[config.mk]
export PLATFORM = sky130hd
export DESIGN_NAME = can_bit_timing_search_flat
export DESIGN_NICKNAME = d
export VERILOG_FILES = /design/src/sv/cbts_pkg.sv /design/src/sv/cbts_if.sv /design/src/sv/can_bit_timing_search.sv /design/src/sv/cbts_div.sv /design/src/sv/cbts_seq.sv /design/src/flat_wrapper.sv
export SDC_FILE = /design/constraint.sdc
export NUM_CORES = 1
export LEC_CHECK = 0
export BUFFER_PORTS_ARGS = -buffer_cell sky130_fd_sc_hd__buf_2
export CAP_MARGIN = 20
export CORE_ASPECT_RATIO = 0.7
export CORE_UTILIZATION = 55
export CTS_CLUSTER_SIZE = 30
export DETAILED_ROUTE_END_ITERATION = 8
export GPL_TIMING_DRIVEN = 0
export PLACE_DENSITY_LB_ADDON = 0.15
export SLEW_MARGIN = 0
export SYNTH_ARGS = -nofsm -noshare
export SYNTH_HDL_FRONTEND = slang
export SYNTH_HIERARCHICAL = 1
export SYNTH_SLANG_ARGS = --single-unit
[constraint.sdc]
create_clock -name clk -period 5 [get_ports clk]
set_input_delay 0.5 -clock clk [delete_from_list [all_inputs] [get_ports clk]]
set_output_delay 0.5 -clock clk [all_outputs]
set_load 0.005 [all_outputs]
[src/sv/cbts_pkg.sv]
`timescale 1ns / 1ps
`default_nettype none
package cbts_pkg;

  localparam int CLK_W     = 31;
  localparam int RATE_W    = 26;
  localparam int PRESC_W   = 10;
  localparam int SEG1_W    = 4;
  localparam int SEG2_W    = 3;
  localparam int DIV_STEPS = CLK_W;
  localparam int CNT_W     = $clog2(DIV_STEPS + 1);

  localparam logic [CLK_W-1:0]  CLK_RESET  = 31'd54000000;
  localparam logic [CLK_W-1:0]  MIN_QUANTA = 31'd5;
  localparam logic [CLK_W-1:0]  MAX_QUANTA = 31'd16;
  localparam logic [SEG1_W-1:0] SEG2_CAP   = 4'd8;

  typedef enum logic [1:0] {
    S_IDLE,
    S_DIV_CLK,
    S_DIV_RATE,
    S_DONE
  } seq_state_t;

  typedef struct packed {
    logic             start;
    logic [CLK_W-1:0] dividend;
    logic [CLK_W-1:0] divisor;
  } div_req_t;

  typedef struct packed {
    logic             done;
    logic [CLK_W-1:0] quotient;
    logic [CLK_W-1:0] remainder;
  } div_rsp_t;

  typedef struct packed {
    logic               found;
    logic [PRESC_W-1:0] prescaler_field;
    logic [SEG1_W-1:0]  seg1_field;
    logic [SEG2_W-1:0]  seg2_field;
    logic [RATE_W-1:0]  achieved_rate;
  } timing_t;

endpackage
`default_nettype wire

[src/sv/cbts_if.sv]
`timescale 1ns / 1ps
`default_nettype none
interface cbts_rate_if import cbts_pkg::*; ();
  logic              valid;
  logic              ready;
  logic [RATE_W-1:0] rate_bps;

  modport source (output valid, output rate_bps, input ready);
  modport sink (input valid, input rate_bps, output ready);
endinterface

interface cbts_timing_if import cbts_pkg::*; ();
  logic               valid;
  logic               ready;
  logic               found;
  logic [PRESC_W-1:0] prescaler_field;
  logic [SEG1_W-1:0]  seg1_field;
  logic [SEG2_W-1:0]  seg2_field;
  logic [RATE_W-1:0]  achieved_rate;

  modport source (output valid, output found, output prescaler_field, output seg1_field,
                  output seg2_field, output achieved_rate, input ready);
  modport sink (input valid, input found, input prescaler_field, input seg1_field,
                input seg2_field, input achieved_rate, output ready);
endinterface
`default_nettype wire

[src/sv/can_bit_timing_search.sv]
`timescale 1ns / 1ps
// CAN bit timing search.
// rate_req (sink): one request carries rate_bps. timing_rsp (source): one
// result per request with found, prescaler_field, seg1_field, seg2_field and
// achieved_rate; on failure all fields are zero.
// cfg_we/cfg_data write clock_hz (reset value 54 MHz); write only when idle.
// Prescalers 1 .. PRESCALER_LIMIT-1 are tried in order; each trial runs two
// 31-step divisions (clock/prescaler, then by the rate) on one shared serial
// divider, and stops at the first prescaler that fits. A zero rate skips
// the divisions. One request is in flight at a time: rate_req.ready is
// high only while the sequencer is idle.
// The result sits in an output register; when the receiver stalls the
// sequencer holds it until the register frees, then takes the next request.
// Synchronous reset clears the handshake state and restores clock_hz.
`default_nettype none
module can_bit_timing_search import cbts_pkg::*; #(
  parameter int PRESCALER_LIMIT = 1024
) (
  input  wire logic           clk,
  input  wire logic           rst,
  cbts_rate_if.sink           rate_req,
  cbts_timing_if.source       timing_rsp,
  input  wire logic           cfg_we,
  input  wire logic [CLK_W-1:0] cfg_data
);

  logic [CLK_W-1:0] clock_hz;
  logic             res_valid;
  logic             res_take;
  timing_t          res;
  timing_t          out_reg;
  logic             out_valid;
  div_req_t         div_req;
  div_rsp_t         div_rsp;

  always_ff @(posedge clk) begin
    if (rst) begin
      clock_hz <= CLK_RESET;
    end else if (cfg_we) begin
      clock_hz <= cfg_data;
    end
  end

  assign res_take = res_valid && (!out_valid || timing_rsp.ready);

  always_ff @(posedge clk) begin
    if (rst) begin
      out_valid <= 1'b0;
    end else if (res_take) begin
      out_valid <= 1'b1;
    end else if (timing_rsp.ready) begin
      out_valid <= 1'b0;
    end
  end

  always_ff @(posedge clk) begin
    if (res_take) begin
      out_reg <= res;
    end
  end

  assign timing_rsp.valid           = out_valid;
  assign timing_rsp.found           = out_reg.found;
  assign timing_rsp.prescaler_field = out_reg.prescaler_field;
  assign timing_rsp.seg1_field      = out_reg.seg1_field;
  assign timing_rsp.seg2_field      = out_reg.seg2_field;
  assign timing_rsp.achieved_rate   = out_reg.achieved_rate;

  cbts_seq #(
    .PRESCALER_LIMIT(PRESCALER_LIMIT)
  ) u_seq (
    .clk       (clk),
    .rst       (rst),
    .clock_hz  (clock_hz),
    .req_valid (rate_req.valid),
    .req_rate  (rate_req.rate_bps),
    .req_ready (rate_req.ready),
    .res_valid (res_valid),
    .res_take  (res_take),
    .res       (res),
    .div_req   (div_req),
    .div_rsp   (div_rsp)
  );

  cbts_div u_div (
    .clk (clk),
    .rst (rst),
    .req (div_req),
    .rsp (div_rsp)
  );

endmodule
`default_nettype wire

[src/sv/cbts_div.sv]
`timescale 1ns / 1ps
`default_nettype none
// restoring divider, one quotient bit per cycle
module cbts_div import cbts_pkg::*; (
  input  wire logic     clk,
  input  wire logic     rst,
  input  wire div_req_t req,
  output div_rsp_t      rsp
);

  logic             busy;
  logic             done;
  logic [CNT_W-1:0] cnt;
  logic [CLK_W-1:0] quo;
  logic [CLK_W-1:0] rem;
  logic [CLK_W-1:0] divisor;
  logic [CLK_W:0]   trial;
  logic [CLK_W:0]   diff;
  logic             ge;

  assign trial = {rem, quo[CLK_W-1]};
  assign diff  = trial - {1'b0, divisor};
  assign ge    = trial >= {1'b0, divisor};

  always_ff @(posedge clk) begin
    if (rst) begin
      busy <= 1'b0;
      done <= 1'b0;
      cnt  <= '0;
    end else begin
      done <= 1'b0;
      if (req.start) begin
        busy <= 1'b1;
        cnt  <= CNT_W'(DIV_STEPS);
      end else if (busy) begin
        cnt <= cnt - CNT_W'(1);
        if (cnt == CNT_W'(1)) begin
          busy <= 1'b0;
          done <= 1'b1;
        end
      end
    end
  end

  always_ff @(posedge clk) begin
    if (req.start) begin
      quo     <= req.dividend;
      rem     <= '0;
      divisor <= req.divisor;
    end else if (busy) begin
      rem <= ge ? diff[CLK_W-1:0] : trial[CLK_W-1:0];
      quo <= {quo[CLK_W-2:0], ge};
    end
  end

  assign rsp.done      = done;
  assign rsp.quotient  = quo;
  assign rsp.remainder = rem;

endmodule
`default_nettype wire

[src/sv/cbts_seq.sv]
`timescale 1ns / 1ps
`default_nettype none
module cbts_seq import cbts_pkg::*; #(
  parameter int PRESCALER_LIMIT = 1024
) (
  input  wire logic              clk,
  input  wire logic              rst,
  input  wire logic [CLK_W-1:0]  clock_hz,
  input  wire logic              req_valid,
  input  wire logic [RATE_W-1:0] req_rate,
  output logic                   req_ready,
  output logic                   res_valid,
  input  wire logic              res_take,
  output timing_t                res,
  output div_req_t               div_req,
  input  wire div_rsp_t          div_rsp
);

  localparam int BRP_W = $clog2(PRESCALER_LIMIT);

  seq_state_t        state, state_next;
  logic [BRP_W-1:0]  brp;
  logic [RATE_W-1:0] rate;
  logic              accept;
  logic              tq_ok;
  logic              last_brp;
  logic [3:0]        tqm1;
  logic [SEG1_W-1:0] seg1, seg2, seg1_c, seg2_c, seg1_m1, seg2_m1;

  assign accept   = req_valid && req_ready;
  assign last_brp = brp == BRP_W'(PRESCALER_LIMIT - 1);
  assign tq_ok    = div_rsp.quotient >= MIN_QUANTA && div_rsp.quotient <= MAX_QUANTA &&
                    div_rsp.remainder < div_rsp.quotient;

  always_comb begin
    tqm1 = div_rsp.quotient[3:0] - 4'd1;
    seg2 = {1'b0, tqm1[3:1]};
    seg1 = seg2 + {3'b0, tqm1[0]};
    if (seg2 > SEG2_CAP) begin
      seg1_c = seg1 + seg2 - SEG2_CAP;
      seg2_c = SEG2_CAP;
    end else begin
      seg1_c = seg1;
      seg2_c = seg2;
    end
    seg1_m1 = seg1_c - 4'd1;
    seg2_m1 = seg2_c - 4'd1;
  end

  always_comb begin
    state_next = state;
    unique case (state)
      S_IDLE: begin
        if (accept) begin
          state_next = (req_rate == '0) ? S_DONE : S_DIV_CLK;
        end
      end
      S_DIV_CLK: begin
        if (div_rsp.done) begin
          state_next = S_DIV_RATE;
        end
      end
      S_DIV_RATE: begin
        if (div_rsp.done) begin
          state_next = (tq_ok || last_brp) ? S_DONE : S_DIV_CLK;
        end
      end
      S_DONE: begin
        if (res_take) begin
          state_next = S_IDLE;
        end
      end
      default: state_next = S_IDLE;
    endcase
  end

  always_comb begin
    req_ready        = state == S_IDLE;
    res_valid        = state == S_DONE;
    div_req.start    = 1'b0;
    div_req.dividend = clock_hz;
    div_req.divisor  = CLK_W'(1);
    unique case (state)
      S_IDLE: begin
        div_req.start = accept && req_rate != '0;
      end
      S_DIV_CLK: begin
        div_req.start    = div_rsp.done;
        div_req.dividend = div_rsp.quotient;
        div_req.divisor  = CLK_W'(rate);
      end
      S_DIV_RATE: begin
        div_req.start   = div_rsp.done && !tq_ok && !last_brp;
        div_req.divisor = CLK_W'(brp) + CLK_W'(1);
      end
      S_DONE: begin
      end
      default: begin
      end
    endcase
  end

  always_ff @(posedge clk) begin
    if (rst) begin
      state <= S_IDLE;
    end else begin
      state <= state_next;
    end
  end

  always_ff @(posedge clk) begin
    if (state == S_IDLE && accept) begin
      rate <= req_rate;
      brp  <= BRP_W'(1);
      res  <= '0;
    end else if (state == S_DIV_RATE && div_rsp.done) begin
      if (tq_ok) begin
        res.found           <= 1'b1;
        res.prescaler_field <= PRESC_W'(brp - BRP_W'(1));
        res.seg1_field      <= seg1_m1;
        res.seg2_field      <= seg2_m1[SEG2_W-1:0];
        res.achieved_rate   <= rate;
      end else begin
        brp <= brp + BRP_W'(1);
      end
    end
  end

endmodule
`default_nettype wire

[src/flat_wrapper.sv]
// flat-port wrapper written by rule: the top's interface ports become plain ports
module can_bit_timing_search_flat import cbts_pkg::*;
#(
  parameter int PRESCALER_LIMIT = 1024
)
  (clk, rst, cfg_we, cfg_data, rate_req_valid, rate_req_rate_bps, rate_req_ready, timing_rsp_valid, timing_rsp_found, timing_rsp_prescaler_field, timing_rsp_seg1_field, timing_rsp_seg2_field, timing_rsp_achieved_rate, timing_rsp_ready);
  cbts_rate_if rate_req_i ();
  cbts_timing_if timing_rsp_i ();
  input  wire logic clk;
  input  wire logic rst;
  input  wire logic cfg_we;
  input  wire logic [CLK_W-1:0] cfg_data;
  input wire logic [$bits(rate_req_i.valid)-1:0] rate_req_valid;
  input wire logic [$bits(rate_req_i.rate_bps)-1:0] rate_req_rate_bps;
  output wire logic [$bits(rate_req_i.ready)-1:0] rate_req_ready;
  output wire logic [$bits(timing_rsp_i.valid)-1:0] timing_rsp_valid;
  output wire logic [$bits(timing_rsp_i.found)-1:0] timing_rsp_found;
  output wire logic [$bits(timing_rsp_i.prescaler_field)-1:0] timing_rsp_prescaler_field;
  output wire logic [$bits(timing_rsp_i.seg1_field)-1:0] timing_rsp_seg1_field;
  output wire logic [$bits(timing_rsp_i.seg2_field)-1:0] timing_rsp_seg2_field;
  output wire logic [$bits(timing_rsp_i.achieved_rate)-1:0] timing_rsp_achieved_rate;
  input wire logic [$bits(timing_rsp_i.ready)-1:0] timing_rsp_ready;
  assign rate_req_i.valid = rate_req_valid;
  assign rate_req_i.rate_bps = rate_req_rate_bps;
  assign rate_req_ready = rate_req_i.ready;
  assign timing_rsp_valid = timing_rsp_i.valid;
  assign timing_rsp_found = timing_rsp_i.found;
  assign timing_rsp_prescaler_field = timing_rsp_i.prescaler_field;
  assign timing_rsp_seg1_field = timing_rsp_i.seg1_field;
  assign timing_rsp_seg2_field = timing_rsp_i.seg2_field;
  assign timing_rsp_achieved_rate = timing_rsp_i.achieved_rate;
  assign timing_rsp_i.ready = timing_rsp_ready;
  can_bit_timing_search #(.PRESCALER_LIMIT(PRESCALER_LIMIT)) u_core (.clk(clk), .rst(rst), .rate_req(rate_req_i), .timing_rsp(timing_rsp_i), .cfg_we(cfg_we), .cfg_data(cfg_data));
endmodule
* After elaboration in Yosys (flattened, before gate mapping) *
Cells that the tools add are included.

word-level totals
  memories = 0
  register bits after elaboration = 258
  latch bits = 0
  memory bits (read-only) = 0
  RAM bits = 0
  bits of input ports = 62
  word-level logic and storage cells = 96
  output and inout port bits = 46

cells by class
  add/sub/neg operators = 11
  shifts and indexed selects = 0
  reduce and logical (&&, ||, !) cells = 24
  $mul = 0
  mux-type cells = 23
  $lt $le $gt $ge = 5
  divide/modulo/power cells = 0
  equal/unequal tests = 10
  bitwise logic cells = 2

operators by type and width
  kind                                                                 number
  2-to-1 mux 31 bit                                                    4
  one-hot mux 26 bit (2 select lines)                                  1
  greater-or-equal comparator 32 x 31 -> 1 bit                         1
  greater-or-equal comparator 31 x 3 -> 1 bit (second input constant)  1
  less-or-equal comparator 31 x 5 -> 1 bit (second input constant)     1
  < comparator 31 bit                                                  1
  subtractor 31 bit                                                    1
  zero test 26 bit                                                     1
  nonzero test 26 bit                                                  1
  2-to-1 mux 2 bit                                                     6
  adder 10 x 1 -> 11 bit (second input constant)                       1
  adder 10 x 1 -> 10 bit (second input constant)                       1
  == test 10 bit (second input constant)                               1
  2-to-1 mux 5 bit                                                     2
  subtractor 10 x 1 -> 10 bit (second input constant)                  1
  logical AND 1 bit                                                    9
  inequality test 2 bit (second input constant)                        4
  one-hot mux 2 bit (4 select lines)                                   1
  subtractor 4 x 1 -> 4 bit (second input constant)                    2
  2-to-1 mux 1 bit                                                     6
  AND reduction 2 bit                                                  3
  == test 5 x 1 -> 1 bit (second input constant)                       1
  subtractor 5 x 1 -> 5 bit (second input constant)                    1
  adder 3 x 1 -> 4 bit                                                 1
  17 further kinds                                                     23

* Logic depth before layout (Yosys ltp) *
  depth in word-level cells = 9
  depth in mapped cells = 15
  gate-level depth less buffers = 12

* Hierarchy *
The synthesis kept the hierarchy.

modules (own cells, without submodules)
  module                 seq. area each (um2)  cells an instance  area each (um2)  instances
  cbts_div               2622.5                556                5614.1           1
  cbts_seq               1901.8                568                5007.3           1
  can_bit_timing_search  1961.9                149                2507.4           1

* Worst setup path after synthesis *
No wires, ideal clock.

  path kind = register to register
  from = register u_core.u_div.quo[30]
  to = register u_core.u_div.quo[0], enable pin
  required time = 4613 ps
  stages on the path, launching flop included = 11
  setup slack = 261 ps
  setup time = 387 ps
  data arrival time = 4352 ps
  period minus slack after synthesis = 4739 ps
  path buffers = 0
  cells stage by stage = edfxtp_1 -> inv_1 -> ha_1 -> nand4_1 -> nor4_1 -> nor3b_2 -> a21oi_1 -> o311a_1 -> nor2_1 -> nor2_1 -> inv_1

RTL lines
  item                    RTL line        source
  from (decl)             cbts_div.sv:14  logic [CLK_W-1:0] quo;
  from (signal assigned)  cbts_div.sv:47  quo <= req.dividend;
  from (signal assigned)  cbts_div.sv:52  quo <= {quo[CLK_W-2:0], ge};

==> key figures <==
Logic synthesis
  • Seq cells post-synth: 258
  • Synth Flop Type: edfxtp_1
  • Register area share after synthesis: 0.494
  • Post-synthesis simple-gate area fraction: 0.141
  • Post-Syn Area: 13100 um2
  • Async S/R FF share, synth: 0
  • Avg Inst Size Synth: 10.3 um2
  • Mux cell area share after synthesis: 0.0715
  • Syn. warnings: 6
  • Number of cells produced by synthesis: 1273
  • Largest family of logic cells by synthesized area: simple AND/OR/NAND/NOR gates
  • Number of synthesized flops with an enable pin: 132
  • Adder-cell area share of the yosys netlist: 0.0740
  • Post-synth cell types: 75
  • Compound-Gate Fraction of Synth Area: 0.134
  • XOR/XNOR Fraction of Synth Area: 0.0314

Clock network
  • Post-CTS setup buffer count: 0
  • Clk pin slew, worst setup/hold paths: 70 ps
  • Clock Tree Buf Depth: 3
  • # hold bufs at CTS: 0
  • Worst skew pair latency: 530 ps
  • Clock net sink count: 258
  • CTS root buf: clkbuf_16
  • CTS tree: done
  • # H-tree levels: 1
  • Cts bufs inserted: 25

Worst setup path
  • Critical R2R Launch: u_core/u_div/quo[30]
  • Crit path from: u_core/u_div/quo[30]
  • Data arrival, critical path: 5010 ps
  • Worst reg2reg setup slack: 260 ps
  • Worst path max stage delay: 530 ps
  • WP data required: 5280 ps
  • Worst setup SP type: flip-flop
  • Critical path class: reg2reg
  • CP max-delay cell: clkbuf_1
  • Crit path top cell by count: clkbuf_1
  • CP endpoint kind: flip-flop
  • CP max FO: 17
  • Reg2Reg Depth: 11
  • Worst-path cell chain: inv_1 > ha_1 > nand4_1 > nor4_1 > nor3b_2 > a21oi_1 > o311a_1 > nor2_4 > clkbuf_1 > clkbuf_1 > mux2_2

STA
  • Slew @ Worst Pin: 1060 ps
  • Final Critical Period: 4740 ps
  • RSZ-0062 raised after global routing: no
  • Relative slew slack: 0.291
  • # setup viols final: 0
  • Final Worst Setup Slack: 265 ps
  • Layout Skew: 14.2 ps
  • FMAX: 0.211 GHz
  • Slew Limit Fails: 0
  • Fin crit share: 0.947
  • Final Hold Fails: 0

Power and ir drop
  • Total power draw: 8.70 mW
  • Pleak: 6.09 nW
  • Worst vdd ir: 0.000290 V
  • Power Density: 581 nW/um2

Drt
  • Post-route ant nets: 0
  • Routed WL: 32.5 mm
  • Number of DRC markers in iteration 0: 778
  • Vias per cell: 5.76
  • Post-route DRC violation count: 0
  • TritonRoute pass-1 iters: 5
  • DR WL/cell: 18.6 um
  • Vias: 10.0k

Floorplan
  • Initial Util: 0.570
  • Total Die Area: 24500 um2
  • Rows: 46
  • Die W: 187 um
  • IO Pins: 108
  • Core area: 23000 um2
  • Die height: 131 um

Min path
  • Hold path start: rate_req_rate_bps[2]
  • Hold crit path type: in2reg
  • Hold path cells: 1

Layout
  • Area Growth Syn to Fin: 14.1%
  • Layout cell share with drive strength beyond 1: 0.183
  • Diode count: 0
  • Post-layout nets: 1553
  • Commonest non-fill, non-tap cell in the layout: edfxtp_1
  • Most frequent cells in the layout: 132 x edfxtp_1, 126 x dfxtp_1, 119 x nand2_1

Global routing
  • Initial antenna violation count: 0
  • Largest net degree at the start of global routing: 36
  • All-Layer GR Usage: 0.261
  • Total grt overflow: 0
  • Vias in the first global route: 9407
  • First-pass GRT wire length: 51.0 mm

Run status
  • Status: complete, no violations

Placement
  • Pre-CTS setup slack: 34.8 ps
  • RD Place Congestion: 0.931
  • I/O Buffers: 107
  • HPWL Detailed: 24.0 mm

Run
  • Max-cap violations: 0
==> flip-flops by register name, indices dropped and copies added, names as in the netlist, 10 cells and up <==
name,cells
u_core/u_seq/rate,26
u_core/u_seq/res,44
u_core/timing_rsp.achieved_rate,26
u_core/u_div/divisor,31
u_core/u_div/rem,31
u_core/u_seq/brp,10
u_core/clock_hz,31
u_core/u_div/quo,31
u_core/timing_rsp.prescaler_field,10
==> synth_stat cells, types with 18 or more instances <==
cell	count	area [um2]
ha_1	76	951
clkbuf_1	47	176
nand2_1	119	447
dfxtp_1	126	2520
mux2_2	62	698
a211o_1	18	158
xnor2_1	26	228
mux2i_1	24	240
nand3_1	51	255
and2_1	21	131
nor2_1	102	383
edfxtp_1	132	3960
o21ai_0	67	335
xor2_1	21	184
inv_1	84	315
a21oi_1	50	250
==> layout make-up <==
class | count | area [um2]
Inverter | 85 | 319
Buffer | 71 | 385
Timing Repair Buffer | 109 | 583
Multi-Input combinational cell | 864 | 5970
Clock buffer | 27 | 654
Sequential cell | 258 | 6490
Clock inverter | 18 | 185
Fill cell | 1843 | 8050
Tap cell | 312 | 390
==> logic make-up (layout without fill, tap and decap cells) <==
logic type,Yosys count,count (layout)
AOI/OAI and AO/OA,259,259
xor gates and xnor gates,47,47
adders and majority gates,77,77
buffers and inverters,156,310
DFF,258,258
muxes,86,86
other,1,5
and+or+nand+nor,389,390
==> layer usage <==
layer / track usage / part of all wire / up-vias
met5: 0 / 0 / -
met4: 0.0537 / 0.016 / 0
met3: 0.0507 / 0.083 / 34
met2: 0.363 / 0.40 / 348
met1: 0.414 / 0.50 / 4807
li1: - / - / 4858
==> stage by stage <==
stage / instances / setup TNS, ps / hold WS, ps / cell area [um2] / util
after floorplan: 1277 / 0 / 408 / 13100 / -
after global placement: 1696 / -113050 / 414 / 14100 / 0.611
after detailed placement: 1698 / 0 / 418 / 14100 / 0.614
after CTS: 1743 / 0 / 155 / 15000 / 0.650
after global routing: 1744 / 0 / 155 / 15000 / 0.650
final: 1744 / 0 / 174 / 15000 / 0.650
==> worst paths after layout <==
kind / endpoint
worst max-delay path: u_core/u_div/quo[13]
worst min-delay path: u_core/u_seq/rate[2]
worst min register to register: u_core/timing_rsp.prescaler_field[6]
worst max register to register: u_core/u_div/quo[13]
==> critical path, delay by kind of cell, from the launching register on <==
family	cells	cell delay, ps
flops	1	480
mux	1	400
buf+inv	3	1100
compound gates	2	820
simple gates	4	1390
fa+ha+maj	1	290
==> repair_timing <==
item,in CTS,in global routing
setup endpoints to repair,0,29
endpoints found under the hold margin,0,0
gates resized for setup,0,2
==> where the power goes <==
part | total (mW) | internal, mW | switching, mW | leakage (nW)
sequential | 3.22 | 2.78 | 0.446 | 2.31
combinational | 3.54 | 1.45 | 2.09 | 3.36
clock | 1.94 | 1.11 | 0.827 | 0.418
(Power assumes the default switching activity.)
